`src/rtl/rvc_cfd_pkg.sv`:
```
package rvc_cfd_pkg;

   localparam int unsigned InstrWidth = 16;
   localparam int unsigned OpWidth    = 4;
   localparam int unsigned F3Width    = 3;
   localparam int unsigned RegWidth   = 5;
   localparam int unsigned ImmWidth   = 18;
   localparam int unsigned KeyWidth   = 5;

   typedef enum logic [1:0] {
      STATUS_DECODED    = 2'd0,
      STATUS_RECOGNIZED = 2'd1,
      STATUS_UNKNOWN    = 2'd2
   } status_type;

   typedef logic [KeyWidth-1:0] key_type;

   // {funct3, quadrant}
   localparam key_type KEY_ADDI4SPN = 5'h00;
   localparam key_type KEY_NOP_ADDI = 5'h01;
   localparam key_type KEY_SLLI     = 5'h02;
   localparam key_type KEY_Q0_FLD   = 5'h04;
   localparam key_type KEY_JAL      = 5'h05;
   localparam key_type KEY_Q2_FLDSP = 5'h06;
   localparam key_type KEY_LW       = 5'h08;
   localparam key_type KEY_LI       = 5'h09;
   localparam key_type KEY_LWSP     = 5'h0a;
   localparam key_type KEY_Q0_FLW   = 5'h0c;
   localparam key_type KEY_LUI      = 5'h0d;
   localparam key_type KEY_Q2_FLWSP = 5'h0e;
   localparam key_type KEY_ALU      = 5'h11;
   localparam key_type KEY_CR       = 5'h12;
   localparam key_type KEY_Q0_FSD   = 5'h14;
   localparam key_type KEY_J        = 5'h15;
   localparam key_type KEY_Q2_FSDSP = 5'h16;
   localparam key_type KEY_SW       = 5'h18;
   localparam key_type KEY_BEQZ     = 5'h19;
   localparam key_type KEY_SWSP     = 5'h1a;
   localparam key_type KEY_Q0_FSW   = 5'h1c;
   localparam key_type KEY_BNEZ     = 5'h1d;
   localparam key_type KEY_Q2_FSWSP = 5'h1e;

   localparam logic [RegWidth-1:0] REG_ZERO = 5'd0;
   localparam logic [RegWidth-1:0] REG_SP   = 5'd2;

   typedef struct packed {
      logic [OpWidth-1:0]  major_op;
      logic [F3Width-1:0]  func_sel;
      logic [RegWidth-1:0] dest_reg;
      logic [RegWidth-1:0] src1_reg;
      logic [RegWidth-1:0] src2_reg;
      logic [ImmWidth-1:0] immediate;
      status_type          status;
   } result_type;

endpackage

```
`src/rtl/rvc_cfd_if.sv`:
```
interface rvc_cfd_req_if;
   logic                                 valid;
   logic                                 ready;
   logic [rvc_cfd_pkg::InstrWidth-1:0]   instr_word;

   modport source (output valid, output instr_word, input ready);
   modport sink   (input valid, input instr_word, output ready);
endinterface

interface rvc_cfd_rsp_if;
   logic                               valid;
   logic                               ready;
   logic [rvc_cfd_pkg::OpWidth-1:0]    major_op;
   logic [rvc_cfd_pkg::F3Width-1:0]    func_sel;
   logic [rvc_cfd_pkg::RegWidth-1:0]   dest_reg;
   logic [rvc_cfd_pkg::RegWidth-1:0]   src1_reg;
   logic [rvc_cfd_pkg::RegWidth-1:0]   src2_reg;
   logic [rvc_cfd_pkg::ImmWidth-1:0]   immediate;
   rvc_cfd_pkg::status_type            status;

   modport source (output valid, output major_op, output func_sel, output dest_reg,
                   output src1_reg, output src2_reg, output immediate, output status,
                   input ready);
   modport sink   (input valid, input major_op, input func_sel, input dest_reg,
                   input src1_reg, input src2_reg, input immediate, input status,
                   output ready);
endinterface

```
`src/rtl/rvc_compressed_field_decoder_top.sv`:
```
// Channel   Role    Transaction payload
// req_chan  sink    instr_word (16-bit compressed instruction)
// rsp_chan  source  major_op, func_sel, dest_reg, src1_reg, src2_reg, immediate, status
//
// One instruction per cycle sustained while rsp_chan.ready holds; the path runs from the
// input register to the result register, with the field decode between them.
// Synchronous active-high reset empties both stages; payload registers are not reset.
// A stalled result holds in the result register while the input register keeps
// one more instruction; req_chan.ready drops only when both stages are full.
module rvc_compressed_field_decoder_top (
   input logic            clock,
   input logic            reset,
   rvc_cfd_req_if.sink    req_chan,
   rvc_cfd_rsp_if.source  rsp_chan
);

   logic                                 in_valid_ff, in_valid_in;
   logic [rvc_cfd_pkg::InstrWidth-1:0]   in_word_ff;
   logic                                 out_valid_ff, out_valid_in;
   rvc_cfd_pkg::result_type              out_ff, out_in;
   logic                                 out_ready;
   logic                                 in_ready;

   logic [rvc_cfd_pkg::InstrWidth-1:0]   w;
   rvc_cfd_pkg::key_type                 key;
   logic [rvc_cfd_pkg::RegWidth-1:0]     wide;
   logic [rvc_cfd_pkg::RegWidth-1:0]     rd, r1, r2;
   logic [rvc_cfd_pkg::ImmWidth-1:0]     imm;
   logic [rvc_cfd_pkg::OpWidth-1:0]      op;
   rvc_cfd_pkg::status_type              st;

   assign out_ready      = !out_valid_ff || rsp_chan.ready;
   assign in_ready       = !in_valid_ff || out_ready;
   assign req_chan.ready = in_ready;

   assign in_valid_in  = req_chan.valid || (in_valid_ff && !out_ready);
   assign out_valid_in = in_valid_ff || (out_valid_ff && !rsp_chan.ready);

   always_ff @(posedge clock) begin
      if (reset) begin
         in_valid_ff  <= 1'b0;
         out_valid_ff <= 1'b0;
      end else begin
         if (in_ready) begin
            in_valid_ff <= in_valid_in;
         end
         if (out_ready) begin
            out_valid_ff <= out_valid_in;
         end
      end
   end

   always_ff @(posedge clock) begin
      if (in_ready && req_chan.valid) begin
         in_word_ff <= req_chan.instr_word;
      end
      if (out_ready && in_valid_ff) begin
         out_ff <= out_in;
      end
   end

   assign w    = in_word_ff;
   assign key  = {w[15:13], w[1:0]};
   assign wide = w[11:7];

   always_comb begin
      op  = {2'b00, w[1:0]};
      rd  = '0;
      r1  = '0;
      r2  = '0;
      imm = '0;
      st  = rvc_cfd_pkg::STATUS_DECODED;
      unique case (key) inside
         rvc_cfd_pkg::KEY_CR: begin
            op = w[3:0];
            r2 = w[6:2];
            r1 = wide;
            rd = wide;
         end
         rvc_cfd_pkg::KEY_LWSP: begin
            rd  = wide;
            r1  = wide;
            imm = {10'd0, w[3:2], w[12], w[6:4], 2'b00};
         end
         rvc_cfd_pkg::KEY_LI, rvc_cfd_pkg::KEY_SLLI: begin
            rd  = wide;
            r1  = wide;
            imm = {12'd0, w[12], w[6:2]};
         end
         rvc_cfd_pkg::KEY_LUI: begin
            rd = wide;
            r1 = wide;
            if (wide == rvc_cfd_pkg::REG_SP) begin
               imm = {8'd0, w[12], w[4:3], w[5], w[2], w[6], 4'd0};
            end else if (wide != rvc_cfd_pkg::REG_ZERO) begin
               imm = {w[12], w[6:2], 12'd0};
            end
         end
         rvc_cfd_pkg::KEY_NOP_ADDI: begin
            rd = wide;
            r1 = wide;
            if (wide != rvc_cfd_pkg::REG_ZERO) begin
               imm = {12'd0, w[12], w[6:2]};
            end
         end
         rvc_cfd_pkg::KEY_SWSP: begin
            r2  = w[6:2];
            imm = {10'd0, w[8:7], w[12:9], 2'b00};
         end
         rvc_cfd_pkg::KEY_ADDI4SPN: begin
            if (w[12:5] == 8'd0) begin
               st = rvc_cfd_pkg::STATUS_RECOGNIZED;
            end else begin
               rd  = {2'b00, w[4:2]};
               imm = {8'd0, w[10:7], w[12:11], w[5], w[6], 2'b00};
            end
         end
         rvc_cfd_pkg::KEY_LW, rvc_cfd_pkg::KEY_SW: begin
            if (key == rvc_cfd_pkg::KEY_LW) begin
               rd = {2'b00, w[4:2]};
            end else begin
               r2 = {2'b00, w[4:2]};
            end
            r1  = {2'b00, w[9:7]};
            imm = {11'd0, w[5], w[12:10], w[6], 2'b00};
         end
         rvc_cfd_pkg::KEY_BEQZ, rvc_cfd_pkg::KEY_BNEZ: begin
            r1  = {2'b00, w[9:7]};
            imm = {9'd0, w[12], w[6:5], w[2], w[11:10], w[4:3], 1'b0};
         end
         rvc_cfd_pkg::KEY_J, rvc_cfd_pkg::KEY_JAL: begin
            imm = {6'd0, w[12], w[8], w[10:9], w[6], w[7], w[2], w[11], w[5:3], 1'b0};
         end
         rvc_cfd_pkg::KEY_Q0_FLD, rvc_cfd_pkg::KEY_Q0_FLW, rvc_cfd_pkg::KEY_Q0_FSD,
         rvc_cfd_pkg::KEY_Q0_FSW, rvc_cfd_pkg::KEY_ALU, rvc_cfd_pkg::KEY_Q2_FLDSP,
         rvc_cfd_pkg::KEY_Q2_FLWSP, rvc_cfd_pkg::KEY_Q2_FSDSP,
         rvc_cfd_pkg::KEY_Q2_FSWSP: begin
            st = rvc_cfd_pkg::STATUS_RECOGNIZED;
         end
         default: begin
            st = rvc_cfd_pkg::STATUS_UNKNOWN;
         end
      endcase
   end

   always_comb begin
      out_in.major_op  = op;
      out_in.func_sel  = w[15:13];
      out_in.status    = st;
      if (st == rvc_cfd_pkg::STATUS_DECODED) begin
         out_in.dest_reg  = rd;
         out_in.src1_reg  = r1;
         out_in.src2_reg  = r2;
         out_in.immediate = imm;
      end else begin
         out_in.dest_reg  = '0;
         out_in.src1_reg  = '0;
         out_in.src2_reg  = '0;
         out_in.immediate = '0;
      end
   end

   assign rsp_chan.valid     = out_valid_ff;
   assign rsp_chan.major_op  = out_ff.major_op;
   assign rsp_chan.func_sel  = out_ff.func_sel;
   assign rsp_chan.dest_reg  = out_ff.dest_reg;
   assign rsp_chan.src1_reg  = out_ff.src1_reg;
   assign rsp_chan.src2_reg  = out_ff.src2_reg;
   assign rsp_chan.immediate = out_ff.immediate;
   assign rsp_chan.status    = out_ff.status;

endmodule

```
`src/flat_wrapper.sv`:
```
// flat-port wrapper written by rule: the top's interface ports become plain ports
module rvc_compressed_field_decoder_top_flat 
  (clock, reset, req_chan_valid, req_chan_instr_word, req_chan_ready, rsp_chan_valid, rsp_chan_major_op, rsp_chan_func_sel, rsp_chan_dest_reg, rsp_chan_src1_reg, rsp_chan_src2_reg, rsp_chan_immediate, rsp_chan_status, rsp_chan_ready);
  rvc_cfd_req_if req_chan_i ();
  rvc_cfd_rsp_if rsp_chan_i ();
  input logic clock;
  input logic reset;
  input wire logic [$bits(req_chan_i.valid)-1:0] req_chan_valid;
  input wire logic [$bits(req_chan_i.instr_word)-1:0] req_chan_instr_word;
  output wire logic [$bits(req_chan_i.ready)-1:0] req_chan_ready;
  output wire logic [$bits(rsp_chan_i.valid)-1:0] rsp_chan_valid;
  output wire logic [$bits(rsp_chan_i.major_op)-1:0] rsp_chan_major_op;
  output wire logic [$bits(rsp_chan_i.func_sel)-1:0] rsp_chan_func_sel;
  output wire logic [$bits(rsp_chan_i.dest_reg)-1:0] rsp_chan_dest_reg;
  output wire logic [$bits(rsp_chan_i.src1_reg)-1:0] rsp_chan_src1_reg;
  output wire logic [$bits(rsp_chan_i.src2_reg)-1:0] rsp_chan_src2_reg;
  output wire logic [$bits(rsp_chan_i.immediate)-1:0] rsp_chan_immediate;
  output wire logic [$bits(rsp_chan_i.status)-1:0] rsp_chan_status;
  input wire logic [$bits(rsp_chan_i.ready)-1:0] rsp_chan_ready;
  assign req_chan_i.valid = req_chan_valid;
  assign req_chan_i.instr_word = req_chan_instr_word;
  assign req_chan_ready = req_chan_i.ready;
  assign rsp_chan_valid = rsp_chan_i.valid;
  assign rsp_chan_major_op = rsp_chan_i.major_op;
  assign rsp_chan_func_sel = rsp_chan_i.func_sel;
  assign rsp_chan_dest_reg = rsp_chan_i.dest_reg;
  assign rsp_chan_src1_reg = rsp_chan_i.src1_reg;
  assign rsp_chan_src2_reg = rsp_chan_i.src2_reg;
  assign rsp_chan_immediate = rsp_chan_i.immediate;
  assign rsp_chan_status = rsp_chan_i.status;
  assign rsp_chan_i.ready = rsp_chan_ready;
  rvc_compressed_field_decoder_top u_core (.clock(clock), .reset(reset), .req_chan(req_chan_i), .rsp_chan(rsp_chan_i));
endmodule
```
`config.mk`:
```
export PLATFORM = sky130hd
export DESIGN_NAME = rvc_compressed_field_decoder_top_flat
export DESIGN_NICKNAME = d
export VERILOG_FILES = /design/src/rtl/rvc_cfd_pkg.sv /design/src/rtl/rvc_cfd_if.sv /design/src/rtl/rvc_compressed_field_decoder_top.sv /design/src/flat_wrapper.sv
export SDC_FILE = /design/constraint.sdc
export NUM_CORES = 1
export LEC_CHECK = 0
export BUFFER_PORTS_ARGS = -buffer_cell sky130_fd_sc_hd__buf_2
export CELL_PAD_IN_SITES_DETAIL_PLACEMENT = 0
export CELL_PAD_IN_SITES_GLOBAL_PLACEMENT = 1
export CORE_MARGIN = 1
export CORE_UTILIZATION = 30
export DETAILED_ROUTE_END_ITERATION = 6
export PLACE_DENSITY = 0.62
export SETUP_SLACK_MARGIN = 0.3
export SLEW_MARGIN = 20
export SYNTH_ARGS = -nofsm -noshare
export SYNTH_HDL_FRONTEND = slang
export SYNTH_SLANG_ARGS = --single-unit
```
`constraint.sdc`:
```
create_clock -name clock -period 3.9 [get_ports clock]
set_input_delay 0.195 -clock clock [delete_from_list [all_inputs] [get_ports clock]]
set_output_delay 0.195 -clock clock [all_outputs]
set_load 0.005 [all_outputs]
```
==> out/metrics.yaml <==
clkTransAtPathRegs_ns: 0.06
clockBufferDepth: 2
slowest_delay_ns: 0.82
p_int_w: 0.001058
drtAntennaViolNets: 0
cp_max_fo: 19
die_h_um: 94.54
powerDensity_mw_per_mm2: 434.5
layout-drive-gt1-share_pct: 32.56
yosysMostFrequentCell: "edfxtp_1"
crit_buf_inv: 0
whs_path_depth: 2
required_ns: 4.11
worstSetupPathType: "reg -> reg"
path_cells: "nor2b_1, o21ai_0, a21boi_0, a311o_1"
cpMaxStageDelayCell: "edfxtp_1"
antenna_found_initial: 0
io_pins: 64
crit_path_end_kind: "register"
postSynthCellCount: 192
fin_nets: 274
cts_buffers: 9
largest_register_ff_count: 18
leakage_nw: 1.199
max_freq_ghz: 0.4677
relSlewSlack_pct: 48.30
ir_worst_vdd_uv: 164.8
fillers: 830
synth_area_leaders: "edfxtp_1 65%, and2_1 2.9%, and3_1 2.7%"
drt_pre_antenna_iters: 4
setup_tns_ns: 0
synth_nets: 212
overflow: 0
core_area_mm2: 0.008258
clk_latency_ns: 0.34
cp_top_family: "flip-flops"
gp_congestion: 0.8402
finalCritPeriodShare_pct: 54.83
slew_viol_final: 0
grt.total_usage_pct: 14.34
die_w_um: 94.54
rsz0062_at_grt: "false"
std_cell_rows: 33
final_util_pct: 38.14
fin_crit_ns: 2.138
n_antenna_cell: 0
worst_slack_ns: 1.762
hold_viol_final: 0
synth.avg_cell_area_um2: 13.38
status: "completed"
yosysTopAreaCell: "edfxtp_1"
grt_pass1_vias: 1646
syn_to_final_growth_pct: 22.60
combinationalPowerShare_pct: 7.5
vias: 1731
drc: 0
synth_flop_cell: "edfxtp_1"
power_frac_seq_pct: 55.3
async_flop_share_pct: 0
post_drt_wl_per_cell_um: 16.43
finClkSkew_ns: 0.008404
start_util_pct: 31.11
synth_area_mm2: 0.002569
cts_tree: "done"
reg2reg_to: "u_core.rsp_chan.immediate[4]"
port_buffers: 63
seq_area_frac_synth_pct: 67.02
cts_resized: 0
ys_seq_elements: 58
dp_hpwl_um: 3980
reg2reg_depth: 4
setup_viol: 0
hold_start: "reset"
synth_warnings: 0
die-area_mm2: 0.008937
synth_edf_count: 56
p_clk_share_pct: 37.2
reg2reg_setup_slack_ns: 1.76
arrival_ns: 2.35
totalWireLength_um: 5963
postCtsSetupBuffers: 0
grt_pass1_wl_um: 9080
postCtsHoldBufs: 0
max-cap-violations: 0
r2r_start: "u_core.in_word_ff[0]"
h-tree-depth: 3
crit_path_start_kind: "register"
synth_common_cells: "56 x edfxtp_1, 13 x nand2_1, 12 x and2_1, 11 x and3_1, 9 x nor2_1"
synth_cell_type_count: 46
place_ws_ns: 1.821
tightest_slew_ns: 0.7755
clock_sinks: 58
cts_root_buffer: "clkbuf_8"
vias_per_cell: 4.769
p_switching_w: 0.0003100
yosysTopAreaCellShare_pct: 65.47
drtIter0Drc: 117
grt_max_degree: 41
hold_class: "in -> reg"
min_to: "u_core.rsp_chan.valid"
switching_share_pct: 22.65
## through the flow
step | cell area, um2 | hold slack (ns) | std cells | total power (W)
floorplan | 2569 | 0.2674 | 192 | 0.0008170
global placement | 2947 | 0.3716 | 347 | 0.0008715
detailed placement | 2947 | 0.3714 | 347 | 0.0008702
CTS | 3122 | 0.007334 | 362 | 0.001383
global route | 3149 | 0.01230 | 363 | 0.001428
finish | 3149 | 0.02606 | 363 | 0.001368
## power groups by stage
stage | logic, W | clock network, W | registers (W)
final | 0.000103 | 0.000509 | 0.000757
after global routing | 0.000114 | 0.000552 | 0.000762
after CTS | 0.000100 | 0.000525 | 0.000758
after detailed placement | 0.0000999 | 0 | 0.000770
after global placement | 0.000101 | 0 | 0.000771
after floorplan | 0.0000646 | 0 | 0.000752
## layer usage
layer,vias to the layer above,track usage [%],share of wire [%]
met3,15,3.865,6.2
met4,0,8.965,3.1
li1,854,-,-
met2,70,19.87,43
met1,792,19.70,47
met5,-,0,0
## worst max-delay path by stage
stage	start	endpoint	slack, ns	depth (start not counted)
6_report	u_core.in_word_ff[0]	u_core.rsp_chan.immediate[4]	1.76	4
5_1_grt	u_core.in_word_ff[14]	u_core.rsp_chan.immediate[4]	1.58	4
4_1_cts	u_core.in_word_ff[14]	u_core.rsp_chan.immediate[4]	1.82	4
3_5_place_dp	u_core.in_word_ff[14]	u_core.rsp_chan.immediate[4]	1.82	4
3_3_place_gp	u_core.in_word_ff[14]	u_core.rsp_chan.immediate[4]	1.80	4
2_1_floorplan	u_core.rsp_chan.valid	u_core.rsp_chan.dest_reg[0]	1.19	2
## kinds of logic (layout without fill, tap and decap cells)
family / Yosys count / in the layout / synth area share [%]
compound gates: 40 / 40 / 11.40
xor+xnor: 1 / 1 / 0.3410
simple gates: 76 / 76 / 17.68
flops: 58 / 58 / 67.02
buf+inv: 17 / 83 / 3.555
## cell usage in the layout, fill, tap and decap left out, types with 2 or more instances in the layout
cell type,instances
buf_2,63
edfxtp_1,56
nand2_1,13
and2_1,12
and3_1,11
nor2_1,9
clkbuf_8,9
a21oi_1,6
nor2b_1,5
a21boi_1,5
a22o_1,5
nand2b_1,4
inv_1,4
o21ai_0,4
o211ai_1,4
nor4_1,3
o21ai_1,3
nor3_2,2
nand4_1,2
nand3_1,2
nor3b_1,2
nor3_1,2
o31ai_1,2
a32o_1,2
clkbuf_1,2
clkinv_2,2
dfxtp_1,2
## area by class of cell
type / count / area, um2 / share of cell area (%)
sequential: 58 / 1722 / 54.67
timing repair buffer: 64 / 342.8 / 10.89
multi-input combinational: 117 / 763.2 / 24.24
clock buffer: 11 / 131.4 / 4.172
clock inverter: 4 / 43.79 / 1.391
inverter: 4 / 15.01 / 0.4768
tap: 105 / 131.4 / 4.172
No activity file was read; power rests on OpenSTA's default activity.
